File: src/sv/assert_macros.svh
// Assertion helpers shared by the RTL
`ifndef ASSERT_MACROS_SVH
`define ASSERT_MACROS_SVH

// Check a property on every rising edge of clk outside reset.
`define SST_ASSERT(lbl, clk, rstn, prop, msg) \
  lbl: assert property (@(posedge clk) disable iff (!(rstn)) (prop)) else $error(msg);

// Check that cond implies prop at the same edge.
`define SST_ASSERT_IMP(lbl, clk, rstn, cond, prop, msg) \
  lbl: assert property (@(posedge clk) disable iff (!(rstn)) (cond) |-> (prop)) \
    else $error(msg);

`endif

File: src/sv/sst_pkg.sv
// ----------------------------------------------------------------------------
// sst_pkg
// Shared types and codes of the sorted string table search block.
// ----------------------------------------------------------------------------
package sst_pkg;

  localparam int unsigned StatusW = 3;

  localparam logic [1:0] ReqClear  = 2'd0;
  localparam logic [1:0] ReqLoad   = 2'd1;
  localparam logic [1:0] ReqSearch = 2'd2;

  localparam logic [StatusW-1:0] StLoaded   = 3'd0;
  localparam logic [StatusW-1:0] StFull     = 3'd1;
  localparam logic [StatusW-1:0] StTooLong  = 3'd2;
  localparam logic [StatusW-1:0] StFound    = 3'd3;
  localparam logic [StatusW-1:0] StNotFound = 3'd4;

  typedef enum logic [1:0] {
    CMD_CLEAR,
    CMD_LOAD,
    CMD_SEARCH
  } cmd_kind_e;

  typedef struct packed {
    cmd_kind_e   kind;
    logic [7:0]  key_byte;
    logic        last_byte;
    logic [31:0] entry_value;
  } cmd_t;

  typedef enum logic [2:0] {
    BK_IDLE,
    BK_MID,
    BK_ADDR,
    BK_RD,
    BK_CMP
  } back_state_e;

endpackage

File: src/sv/sst_queue.sv
// ----------------------------------------------------------------------------
// sst_queue
// Two-entry command queue between the input stage and the search engine.
// ----------------------------------------------------------------------------
module sst_queue import sst_pkg::*; (
  input  logic clk_i,
  input  logic rst_ni,
  input  logic push_valid_i,
  output logic push_ready_o,
  input  cmd_t push_cmd_i,
  output logic pop_valid_o,
  input  logic pop_i,
  output cmd_t pop_cmd_o
);

  cmd_t       mem_q [2];
  logic       wptr_q, rptr_q;
  logic [1:0] cnt_q;
  logic       push, pop;

  assign push_ready_o = (cnt_q != 2'd2);
  assign pop_valid_o  = (cnt_q != 2'd0);
  assign push         = push_valid_i && push_ready_o;
  assign pop          = pop_i && pop_valid_o;
  assign pop_cmd_o    = mem_q[rptr_q];

  always_ff @(posedge clk_i or negedge rst_ni) begin
    if (!rst_ni) begin
      wptr_q <= 1'b0;
      rptr_q <= 1'b0;
      cnt_q  <= 2'd0;
    end else begin
      if (push) wptr_q <= !wptr_q;
      if (pop)  rptr_q <= !rptr_q;
      cnt_q <= cnt_q + 2'(push) - 2'(pop);
    end
  end

  always_ff @(posedge clk_i) begin
    if (push) mem_q[wptr_q] <= push_cmd_i;
  end

endmodule

File: config.mk
export PLATFORM = sky130hd
export DESIGN_NAME = sst_queue
export DESIGN_NICKNAME = d
export VERILOG_FILES = /design/src/sv/assert_macros.svh /design/src/sv/sst_pkg.sv /design/src/sv/sst_queue.sv
export SDC_FILE = /design/constraint.sdc
export NUM_CORES = 1
export LEC_CHECK = 0
export BUFFER_PORTS_ARGS = -buffer_cell sky130_fd_sc_hd__buf_2
export CORE_UTILIZATION = 30
export DETAILED_ROUTE_END_ITERATION = 6
export SETUP_SLACK_MARGIN = 0.5
export SLEW_MARGIN = 20
export SYNTH_ARGS = -nofsm -noshare
export SYNTH_HDL_FRONTEND = slang
export SYNTH_SLANG_ARGS = --single-unit
File: constraint.sdc
create_clock -name clk_i -period 3.54 [get_ports clk_i]
set_clock_uncertainty 0.05 [all_clocks]
set_input_delay 0.177 -clock clk_i [delete_from_list [all_inputs] [get_ports clk_i]]
set_output_delay 0.177 -clock clk_i [all_outputs]
set_load 0.05 [all_outputs]
# Yosys cells after proc, flatten, opt, wreduce, memory -nomap -nowiden
# Memory sizes are Yosys's and may differ from the RTL's.
# Cells that the tools add are included.
# totals
register_bits	4
ram_bits	86
out_inout_bits	45
n_memories	1
# op_classes
add_sub_neg	2
n_eq_ne	1
mux	2
reduce_logical	5
# memory_table
name	words	word_bits	read_ports	rd_clocked_by_memory_dff	write_ports	line_no	text
mem_q	2	43	1	0	1	sst_queue.sv:16	cmd_t mem_q [2];
# op_table
cell	count
2-bit by 1-bit adder with 2-bit output	1
1-bit logical AND	2
1-bit zero test	2
1-bit two-way mux	2
2-bit != test, second input constant	1
2-bit nonzero test	1
2-bit by 1-bit subtractor with 2-bit output	1

# Logic depth before layout (Yosys ltp)
# logic_depth
depth_word	4
depth_mapped	5

# Worst setup path before layout
# OpenSTA, ideal clock, no wires.
# synth_path
path_kind	register -> register
start	reg cnt_q[0]
end	mem mem_q[0][0] (netlist bit) (enable)
arrival_ps	2875
required_ps	3046
setup_slack_ps	171
path_stages_with_launch	4
n_path_buf	0
synth_period_minus_slack_ps	3369
path_cell_list	dfrtp_1 nand2b_1 nand2_1 nor2_1
# synth_via
elab_chain_len	4
# synth_rtl
element	line_no	text
from (decl)	sst_queue.sv:18	logic [1:0] cnt_q;
from (signal assigned)	sst_queue.sv:35	cnt_q <= cnt_q + 2'(push) - 2'(pop);
2-bit != test	sst_queue.sv:21	assign push_ready_o = (cnt_q != 2'd2);
named net push_ready_o	sst_queue.sv:9	output logic push_ready_o,
1-bit logical AND	sst_queue.sv:23	assign push = push_valid_i && push_ready_o;
1-bit two-way mux	sst_queue.sv:40	if (push) mem_q[wptr_q] <= push_cmd_i;
1-bit two-way mux (not written as such)	sst_queue.sv:40	
to (decl)	sst_queue.sv:16	
# The timed path passes the listed nets, and every way through them passes these cells.

==> PnR_summary.wiki <==
{| class="wikitable"
! Metric !! Value
|-
| Outcome || completed
|-
| Diodes inserted || 0
|-
| Fraction of final layout cells sized beyond drive strength 1 || 51.64%
|-
| Clock tree from TritonCTS || built
|-
| Type of the worst setup path || reg -> out
|-
| Total routed wirelength || 5898 um
|-
| Port-buffer cells || 91
|-
| Fraction of the core area covered by cells at the end of the flow || 42.44%
|-
| Pre-CTS setup slack || 1.550 ns
|-
| Core area || 10840 um2
|-
| Final setup vio count || 0
|-
| Clock slew at reported path FFs || 0.08 ns
|-
| Non-filler cells in the finished layout || 444
|-
| Yosys Warn Count || 0
|-
| Synth area leaders || sky130_fd_sc_hd__edfxtp_1, sky130_fd_sc_hd__mux2_2, sky130_fd_sc_hd__dfrtp_1
|-
| Final min period || 2.065 ns
|-
| Relative area change from synthesis to final layout || 38.39%
|-
| Core Rows || 38
|-
| Synthesized net count || 204
|-
| Layout Nets || 347
|-
| Die height || 107.3 um
|-
| Effective utilization at floorplan || 30.67%
|-
| Cells resized by post-CTS repair || 0
|-
| Wire length per cell after detailed routing || 13.28 um
|-
| CP required || 3.31 ns
|-
| Switching power as a share of total power || 42.38%
|-
| Cell with the biggest individual delay on the critical path || sky130_fd_sc_hd__dfrtp_4
|-
| Cell area after technology mapping || 3324 um2
|-
| Remaining antenna violation count || 0
|-
| Largest stage delay on the critical path || 0.84 ns
|-
| Number of clock sinks seen by CTS || 90
|-
| FFs w/ async S/R, synth || 4.444%
|-
| Number of vias per cell after detailed routing || 4.232
|-
| Flip-flop and latch count after synthesis || 90
|-
| Avg Inst Size Synth || 21.31 um2
|-
| Count of buffering cells on the critical path with inverters included || 1
|-
| Worst Path Max Fanout || 44
|-
| Number of hold-slack violations in the final timing report || 0
|-
| Max Clk Rate || 484.3 MHz
|-
| Cell with the most instances after synthesis || sky130_fd_sc_hd__edfxtp_1
|-
| Number of enable-type register cells in the synthesized netlist || 86
|-
| Sequential fraction of the synthesis area || 80.69%
|-
| Critical path's top delay family || flip-flops
|-
| Internal power component || 2289 uW
|-
| Wire length of the first global-routing pass || 9218 um
|-
| Proportion of power drawn by the clock network || 17.5%
|-
| Max-slew violations || 0
|-
| DR vias || 1879
|-
| DP HPWL || 3709 um
|-
| Routability congestion estimate from global placement || 0.7050
|-
| Worst-skew pair later-pin latency || 0.35 ns
|-
| GRT overflow || 0
|-
| Detailed-router iteration count before antenna repair || 6
|-
| Fill cell total of the finished layout || 1014
|-
| Number of instances in the synthesized netlist || 156
|-
| CTS hold repair buffers || 44
|-
| Num ports || 92
|-
| Max-cap violations || 0
|-
| Clk root buf || sky130_fd_sc_hd__clkbuf_8
|-
| Residual DRC count || 0
|-
| Die area || 11510 um2
|-
| Pin count of the biggest net entering global routing || 45
|-
| Global Route Usage Sum || 10.96%
|-
| Class of the tightest hold or removal check || in -> reg
|-
| Leakage power total || 0.001719 uW
|-
| Aggregate negative setup slack || 0 ns
|-
| Antenna violations before repair || 0
|-
| Proportion of power drawn by flip-flops and latches || 40.9%
|-
| Share of the clock period used by the worst path after layout || 58.33%
|-
| Final Hold Slack || 0.06653 ns
|-
| Number of DRC violations after detailed-routing iteration 0 || 40
|-
| Endpoint class of the critical path || output port
|-
| Cell count after placement || 384
|-
| Setup slack of the most critical reg-to-reg path || 1.71 ns
|-
| Post-synth top cells || sky130_fd_sc_hd__edfxtp_1, sky130_fd_sc_hd__mux2_2, sky130_fd_sc_hd__buf_2
|-
| Final worst slack || 1.475 ns
|-
| Primary flip-flop cell chosen by synthesis mapping || sky130_fd_sc_hd__edfxtp_1
|-
| Maximum buffer depth of the clock tree || 2
|-
| Deepest level of the CTS H-tree || 3
|-
| Crit-path cells || mux2_2, buf_2
|-
| Least-Margin Pin Slew || 0.6305 ns
|-
| Switching power total || 1684 uW
|-
| DIE WIDTH || 107.3 um
|-
| Number of global-route vias before repair || 1903
|-
| RSZ-0062 raised after global routing || false
|-
| Number of distinct library cell variants in the gate-level netlist after synthesis || 17
|-
| Number of setup buffers added after CTS || 0
|-
| Worst voltage drop across the vdd grid || 0.4582 mV
|-
| Data arrival time of the critical path || 1.84 ns
|-
| CTS Buf Count || 9
|-
| Power per cell area || 863.6 nW/um2
|-
| Logic pwr share || 41.5%
|-
| Top cell type's share of synthesized area || 77.68%
|-
| Max transition margin || 57.97%
|-
| Sort of element at the start of the critical path || flip-flop
|-
| Leading area contributor after synthesis || sky130_fd_sc_hd__edfxtp_1
|}
flip-flops by register name, indices dropped and copies added, names as in the netlist:
| name | count |
|---|---|
| cnt_q | 2 |
| rptr_q | 1 |
| wptr_q | 1 |
| mem_q | 86 |
metal layers:
layer	wire length, um	global-route usage (%)	vias to the layer above	part of all wire (%)
li1	-	-	897	-
met1	2599	12.74	912	44
met2	2898	18.48	58	49
met3	292	3.087	12	5.0
met4	107	5.577	0	1.8
met5	0	0	-	0
cell usage in the layout, fill, tap and decap left out, types with 2 or more instances in the layout:
master | Yosys | layout
sky130_fd_sc_hd__inv_6 | 0 | 3
sky130_fd_sc_hd__clkbuf_8 | 0 | 9
sky130_fd_sc_hd__nor2_1 | 3 | 2
sky130_fd_sc_hd__edfxtp_1 | 86 | 86
sky130_fd_sc_hd__buf_4 | 0 | 2
sky130_fd_sc_hd__buf_2 | 5 | 91
sky130_fd_sc_hd__nand2_1 | 2 | 2
sky130_fd_sc_hd__dlygate4sd3_1 | 0 | 44
sky130_fd_sc_hd__mux2_2 | 43 | 43
sky130_fd_sc_hd__dfrtp_1 | 4 | 3
sky130_fd_sc_hd__xnor2_1 | 3 | 3
power groups by stage:
stage                     sequential, uW  clock [uW]  combinational, uW
final                               1630         696               1650
after global routing                1670         763               1740
after CTS                           1640         733               1680
after detailed placement            1660           0               1640
after global placement              1650           0               1630
after floorplan                     1530           0               1380
path summary, 6_finish.rpt:
kind	cells past startpoint	end	from
worst min register to register	1	wptr_q	wptr_q
worst max register to register	4	mem_q[0][24]	cnt_q[0]
min in group asynchronous	2	cnt_q[1]	rst_ni
worst max-delay path	2	pop_cmd_o[2]	rptr_q
max in group asynchronous	2	rptr_q	rst_ni
worst min-delay path	3	rptr_q	pop_i
stage by stage:
step	power, uW	instance area [um2]
detailed placement	3299	3954
global route	4166	4601
global placement	3274	3954
finish	3973	4601
CTS	4049	4594
floorplan	2915	3327
cells by family after synthesis:
kind of cell	after synthesis	share of synthesized area, %
and+or+nand+nor	11	1.920
muxes	43	14.57
adders and majority gates	1	0.3763
DFF	90	80.69
AOI/OAI and AO/OA	3	0.9030
xor gates and xnor gates	3	0.7905
buffers and inverters	5	0.7526
worst register-to-register path: cells and delay by family (launching register included):
| kind | cells | cell delay (ns) |
|---|---|---|
| buffers and inverters | 1 | 0.36 |
| and+or+nand+nor | 3 | 0.67 |
| DFF | 1 | 0.44 |
final cells by class:
cell class | instances | area [um2] | area share, %
flip-flops and latches | 90 | 2686 | 58.39
repair buffers | 137 | 910.9 | 19.80
multi-input cells | 61 | 628.1 | 13.65
well taps | 140 | 175.2 | 3.807
clock buffers | 9 | 123.9 | 2.692
clock inverters | 7 | 76.32 | 1.659
No activity file was read; power rests on OpenSTA's default activity.
