`src/sv/assert_macros.svh`:
```
// Assertion helpers shared by the RTL
`ifndef ASSERT_MACROS_SVH
`define ASSERT_MACROS_SVH

// Check a property on every rising edge of clk outside reset.
`define SST_ASSERT(lbl, clk, rstn, prop, msg) \
  lbl: assert property (@(posedge clk) disable iff (!(rstn)) (prop)) else $error(msg);

// Check that cond implies prop at the same edge.
`define SST_ASSERT_IMP(lbl, clk, rstn, cond, prop, msg) \
  lbl: assert property (@(posedge clk) disable iff (!(rstn)) (cond) |-> (prop)) \
    else $error(msg);

`endif

```
`src/sv/sst_pkg.sv`:
```
// ----------------------------------------------------------------------------
// sst_pkg
// Shared types and codes of the sorted string table search block.
// ----------------------------------------------------------------------------
package sst_pkg;

  localparam int unsigned StatusW = 3;

  localparam logic [1:0] ReqClear  = 2'd0;
  localparam logic [1:0] ReqLoad   = 2'd1;
  localparam logic [1:0] ReqSearch = 2'd2;

  localparam logic [StatusW-1:0] StLoaded   = 3'd0;
  localparam logic [StatusW-1:0] StFull     = 3'd1;
  localparam logic [StatusW-1:0] StTooLong  = 3'd2;
  localparam logic [StatusW-1:0] StFound    = 3'd3;
  localparam logic [StatusW-1:0] StNotFound = 3'd4;

  typedef enum logic [1:0] {
    CMD_CLEAR,
    CMD_LOAD,
    CMD_SEARCH
  } cmd_kind_e;

  typedef struct packed {
    cmd_kind_e   kind;
    logic [7:0]  key_byte;
    logic        last_byte;
    logic [31:0] entry_value;
  } cmd_t;

  typedef enum logic [2:0] {
    BK_IDLE,
    BK_MID,
    BK_ADDR,
    BK_RD,
    BK_CMP
  } back_state_e;

endpackage

```
`src/sv/sst_front.sv`:
```
// ----------------------------------------------------------------------------
// sst_front
// Input stage: takes words, decodes the request code, drops unknown codes.
// ----------------------------------------------------------------------------
module sst_front import sst_pkg::*; (
  input  logic        clk_i,
  input  logic        rst_ni,
  input  logic        in_valid_i,
  output logic        in_ready_o,
  input  logic [1:0]  req_type_i,
  input  logic [7:0]  key_byte_i,
  input  logic        last_byte_i,
  input  logic [31:0] entry_value_i,
  output logic        cmd_valid_o,
  input  logic        cmd_ready_i,
  output cmd_t        cmd_o
);

  logic      vld_q, vld_d;
  cmd_t      cmd_q, cmd_d;
  logic      take;
  logic      known;
  cmd_kind_e kind;

  always_comb begin
    known = 1'b1;
    kind  = CMD_CLEAR;
    unique case (req_type_i)
      ReqClear:  kind = CMD_CLEAR;
      ReqLoad:   kind = CMD_LOAD;
      ReqSearch: kind = CMD_SEARCH;
      default:   known = 1'b0;
    endcase
  end

  assign in_ready_o = !vld_q || cmd_ready_i;
  assign take       = in_valid_i && in_ready_o;

  always_comb begin
    vld_d = vld_q;
    cmd_d = cmd_q;
    if (vld_q && cmd_ready_i) vld_d = 1'b0;
    if (take && known) begin
      vld_d = 1'b1;
      cmd_d = '{kind: kind, key_byte: key_byte_i, last_byte: last_byte_i,
                entry_value: entry_value_i};
    end
  end

  always_ff @(posedge clk_i or negedge rst_ni) begin
    if (!rst_ni) vld_q <= 1'b0;
    else         vld_q <= vld_d;
  end

  always_ff @(posedge clk_i) begin
    cmd_q <= cmd_d;
  end

  assign cmd_valid_o = vld_q;
  assign cmd_o       = cmd_q;

endmodule

```
`config.mk`:
```
export PLATFORM = sky130hd
export DESIGN_NAME = sst_front
export DESIGN_NICKNAME = d
export VERILOG_FILES = /design/src/sv/assert_macros.svh /design/src/sv/sst_pkg.sv /design/src/sv/sst_front.sv
export SDC_FILE = /design/constraint.sdc
export NUM_CORES = 1
export LEC_CHECK = 0
export ABC_AREA = 1
export BUFFER_PORTS_ARGS = -buffer_cell sky130_fd_sc_hd__buf_2
export CAP_MARGIN = 5
export CORE_MARGIN = 5
export CORE_UTILIZATION = 30
export CTS_BUF_LIST = sky130_fd_sc_hd__clkbuf_4 sky130_fd_sc_hd__clkbuf_8
export DETAILED_ROUTE_END_ITERATION = 12
export PLACE_DENSITY = 0.63
export SYNTH_ARGS = -nofsm -noshare
export SYNTH_HDL_FRONTEND = slang
export SYNTH_SLANG_ARGS = --single-unit
```
`constraint.sdc`:
```
create_clock -name clk_i -period 2.7 [get_ports clk_i]
set_input_delay 0.81 -clock clk_i [delete_from_list [all_inputs] [get_ports clk_i]]
set_output_delay 0.81 -clock clk_i [all_outputs]
set_load 0.01 [all_outputs]
```
## Word-level counts from Yosys, hierarchy flattened

Cells that the tools add are included.

- Bits in registers: 44
- Bits in latches: 0
- RAM bits: 0
- Memory bits (read-only): 0
- Bits of input ports: 47
- Memories kept: 0

- $add $sub $neg: 0
- Multiply operators: 0
- Divide/modulo/power cells: 0
- Magnitude comparators: 0
- Equality and inequality tests: 2
- Shifts and indexed selects: 0
- Multiplexer cells: 4
- Bitwise gates (word level): 0
- Reductions and logical operators: 8

Operator list:

| kind | count |
|---|---|
| $pmux 2 s2 | 1 |
| $logic_and 1x1->1 | 3 |
| $mux 1 | 3 |
| $reduce_or 3->1 | 1 |
| $eq 2x1->1 const B | 1 |
| $eq 2x2->1 const B | 1 |
| $logic_not 2->1 | 1 |
| $reduce_bool 2->1 | 1 |
| $logic_not 1->1 | 1 |
| $logic_or 1x1->1 | 1 |

## Depth between registers and ports, before layout

- Depth after elaboration: 5
- Gate-level depth with buffers: 3
- Depth with buffers taken out: 3

## Worst setup path before layout

Ideal clock, no wire load.

- Path type: input to register
- Start: in req_type_i[1]
- End: reg cmd_q (netlist bit cmd_o[0]), enable pin
- Library setup time: 0.409 ns
- Arrival time: 2.054 ns
- Data required time: 2.291 ns
- Path slack: 0.237 ns
- Stages: 3
- Buffers on the path: 0
- Path through: nand2_1 > nand2_2 > nor2_2

- Longest elaborated chain between the ends: 4
- Elaborated cells on any way between the ends: 6
- Those cells by class: eq/ne: 2; mux: 1; reduce/logical: 3

Ends and longest elaborated chain:

| what | line | RTL |
|---|---|---|
| start, declared | sst_front.sv:10 | `input logic [1:0] req_type_i,` |
| $eq 2x2->1 (tied with other cells) | sst_front.sv:28 | `unique case (req_type_i)` |
| $reduce_or 3->1 (no source line) * | -- |  |
| $mux 1 * | sst_front.sv:28 |  |
| $logic_and 1x1->1 * | sst_front.sv:43 | `if (take && known) begin` |
| end signal, assigned | sst_front.sv:56 | `cmd_q <= cmd_d;` |
| end, declared | sst_front.sv:20 | `cmd_t cmd_q, cmd_d;` |

Mark *: on every way between the ends. The rest lies on a longest branch, timed or not.
A chain may end at the register's enable or synchronous reset.

## Worst setup path in the final report

- Start: in cmd_ready_i
- End: out in_ready_o

- Longest elaborated chain between the ends: 1

Ends and longest elaborated chain:

| what | line | RTL |
|---|---|---|
| start, declared | sst_front.sv:15 | `input logic cmd_ready_i,` |
| $logic_or 1x1->1 | sst_front.sv:36 | `assign in_ready_o = !vld_q \|\| cmd_ready_i;` |
| end, declared | sst_front.sv:9 | `output logic in_ready_o,` |

No other way between the ends.

==> out/qor.tcl <==
set qor(dieHeight_um) 77.5
set qor(timing.critical_path.fanout_max) 2
set qor(route.detailed.drc) 0
set qor(initial_core_util_pct) 31.2
set qor(timing_max_transition_violations_final) 0
set qor(worst-endpoint-arrival_ps) 1170
set qor(synth.most_common_cell) {sky130_fd_sc_hd__edfxtp_1}
set qor(die_w_um) 77.5
set qor(antenna_found_initial) 0
set qor(pin_count_of_the_biggest_net_entering_global_routing) 44
set qor(ys.warnings.count) 0
set qor(finalClockSkew_ps) 0.989
set qor(ys_types) 7
set qor(leakagePower_nw) 0.877
set qor(seq_power_share_pct) 60.7
set qor(internal_power_mw) 1.05
set qor(global_route.usage.met3_pct) 5.90
set qor(maximum_level_of_the_cts_h_tree) 2
set qor(clk_pin_slew_ps) 70
set qor(async_flop_share_pct) 2.27
set qor(row_count) 24
set qor(cts_resized) 0
set qor(critical-path-slowest-cell) {sky130_fd_sc_hd__buf_2}
set qor(cts_sinks) 44
set qor(worst_setup_path_end_kind) {output port}
set qor(post_synth_top_flop) {sky130_fd_sc_hd__edfxtp_1}
set qor(first_global_vias) 1017
set qor(routed-via-count) 870
set qor(syn_to_final_growth_pct) 46.6
set qor(clock_power_share_pct) 30.3
set qor(dp_hpwl_mm) 2.39
set qor(cts_root_buffer) {sky130_fd_sc_hd__clkbuf_8}
set qor(min_path_type) {in2async}
set qor(core_sq_um) 4380
set qor(timing_worst_slew_pin_value_ps) 226
set qor(netlist.area_leader.share_pct) 94.3
set qor(power.switching_uw) 273
set qor(syn-instance-count) 56
set qor(synthesis.area_sq_um) 1370
set qor(met2_usage_pct) 18.5
set qor(floorplan.die_area_sq_um) 6010
set qor(drive_above_1_share_pct) 66.0
set qor(design.final.nets) 202
set qor(path_class) {in2out}
set qor(synthesis.area_per_instance_sq_um) 24.4
set qor(cts_hold_buffers) 0
set qor(critPathRequiredTime_ps) 1890
set qor(irDropWorstVdd_mv) 0.401
set qor(slowest_delay_ps) 140
set qor(rsz0062_at_grt) {no}
set qor(synth.ff_latch_count) 44
set qor(grt_util_all_layers_pct) 10.2
set qor(maxSlewHeadroom_pct) 84.9
set qor(port_buf_inserts) 91
set qor(finalSetupViolCount) 0
set qor(run_status) {completed}
set qor(layout.core_utilization_pct) 45.8
set qor(cp_cell_sequence) {buf_2 > inv_1 > nand2_1 > buf_2}
set qor(period_share_pct) 73.2
set qor(num_io_pins) 92
set qor(cellPowerDensity_nw_per_um2) 661
set qor(postRouteWirelength_mm) 2.98
set qor(synth_top_cell_by_area) {sky130_fd_sc_hd__edfxtp_1}
set qor(p_total_mw) 1.33
set qor(min_period_ps) 1980
set qor(critPathMostFrequentCell) {sky130_fd_sc_hd__buf_2}
set qor(number_of_enable_type_register_cells_in_the_synthesized_netlist) 43
set qor(timing.fmax_mhz) 506
set qor(finalHoldViolCount) 0
set qor(clk_path_buf_depth) 2
set qor(clkLatencyLatePin_ps) 280
set qor(met1_usage_pct) 9.22
set qor(synth_common_cells) {sky130_fd_sc_hd__edfxtp_1 (43), sky130_fd_sc_hd__inv_1 (4), sky130_fd_sc_hd__nor2_1 (3)}
set qor(setup_total_negative_slack_ps) 0
set qor(drtPass1Iterations) 2
set qor(ys_top_cells_by_area) {sky130_fd_sc_hd__edfxtp_1 (94%), sky130_fd_sc_hd__dfrtp_1 (1.8%), sky130_fd_sc_hd__inv_1 (1.1%), sky130_fd_sc_hd__nand2_2 (0.91%), sky130_fd_sc_hd__nor2_1 (0.82%)}
set qor(gpl.final_weighted_congestion) 0.720
set qor(cts_inserted_buffers) 5
set qor(post_cts.repair.setup_buffers) 0
set qor(total_grt_overflow) 0
set qor(route.detailed.wl_per_inst_um) 14.3
set qor(antennaDiodeCount) 0
set qor(route.detailed.vias_per_inst) 4.18
set qor(synth-seq-area-share_pct) 96.2
set qor(power_frac_comb_pct) 9.0
set qor(maxCapViolations) 0
set qor(switching_share_pct) 20.6
set qor(antenna_left) 0
set qor(most_crowded_layer_gr) {met2}
set qor(grt_first_pass_wirelength_mm) 4.76
set qor(tritoncts_clock_tree) {yes}
set qor(syn_nets) 103
set qor(initialDrtViolationCount) 54
set qor(worstSetupStartpointType) {primary input}
logic make-up after synthesis:
kind of cell           share of synthesized area [%]
flip-flops                                      96.2
buffers and inverters                           1.10
AND/OR/NAND/NOR                                 2.74
placed cells by master (no fill, tap or decap):
cell	synthesis	layout
sky130_fd_sc_hd__buf_12	0	1
sky130_fd_sc_hd__buf_2	0	91
sky130_fd_sc_hd__clkbuf_8	0	6
sky130_fd_sc_hd__clkinv_2	0	2
sky130_fd_sc_hd__dfrtp_1	1	1
sky130_fd_sc_hd__edfxtp_1	43	43
sky130_fd_sc_hd__inv_1	4	4
sky130_fd_sc_hd__nand2_1	2	2
sky130_fd_sc_hd__nand2_2	2	2
sky130_fd_sc_hd__nor2_1	3	3
sky130_fd_sc_hd__nor2_4	0	1
registers in the layout, summed over array words and instances (netlist names):
signal       count
cmd_o           43
cmd_valid_o      1
worst max-delay path: cells and delay by family:
family,cells,cell delay [ps]
simple gates,1,60
buf+inv,3,290
per-stage QoR:
stage	worst slack, ps	cell area (sq um)	hold slack, ps	std cells
final	723	2010	291	208
after global routing	702	2010	264	208
after CTS	721	2010	279	208
after detailed placement	723	1910	546	200
after global placement	734	1910	510	200
after floorplan	237	1370	514	56
per-layer routing:
layer  vias to the layer above  share of wire, %
li1                        404                 -
met1                       402                31
met2                        59                53
met3                         5                14
met4                         0               1.7
met5                         -                 0
power by group through the flow:
stage               clock [mW]  combinational, mW  sequential (mW)
finish                   0.402              0.119            0.805
global route             0.462              0.131            0.808
CTS                      0.425              0.124            0.806
detailed placement           0              0.123            0.821
global placement             0              0.118            0.818
floorplan                    0             0.0194            0.843
final cells by class:
| type | instances | area (sq um) |
|---|---|---|
| tap | 52 | 65.1 |
| multi-input combinational | 8 | 42.5 |
| clock buffer | 6 | 82.6 |
| fill | 413 | 2380 |
| timing repair buffer | 92 | 475 |
| clock inverter | 2 | 10.0 |
| sequential | 44 | 1320 |
| inverter | 4 | 15.0 |
path summary, 6_finish.rpt:
| path | from | end | slack, ps | cells after the start |
|---|---|---|---|---|
| hold / removal | rst_ni | cmd_valid_o$_DFFE_PN0P_ | 290 | 1 |
| min in group clk_i | cmd_valid_o$_DFFE_PN0P_ | cmd_valid_o$_DFFE_PN0P_ | 570 | 2 |
| max in group asynchronous | rst_ni | cmd_valid_o$_DFFE_PN0P_ | 2320 | 1 |
| setup reg to reg | cmd_valid_o$_DFFE_PN0P_ | cmd_o[23]$_DFFE_PP_ | 1480 | 4 |
| setup / recovery | cmd_ready_i | in_ready_o | 720 | 4 |
| hold reg to reg | cmd_valid_o$_DFFE_PN0P_ | cmd_valid_o$_DFFE_PN0P_ | 570 | 2 |
Power figures use the tool's default switching activity.
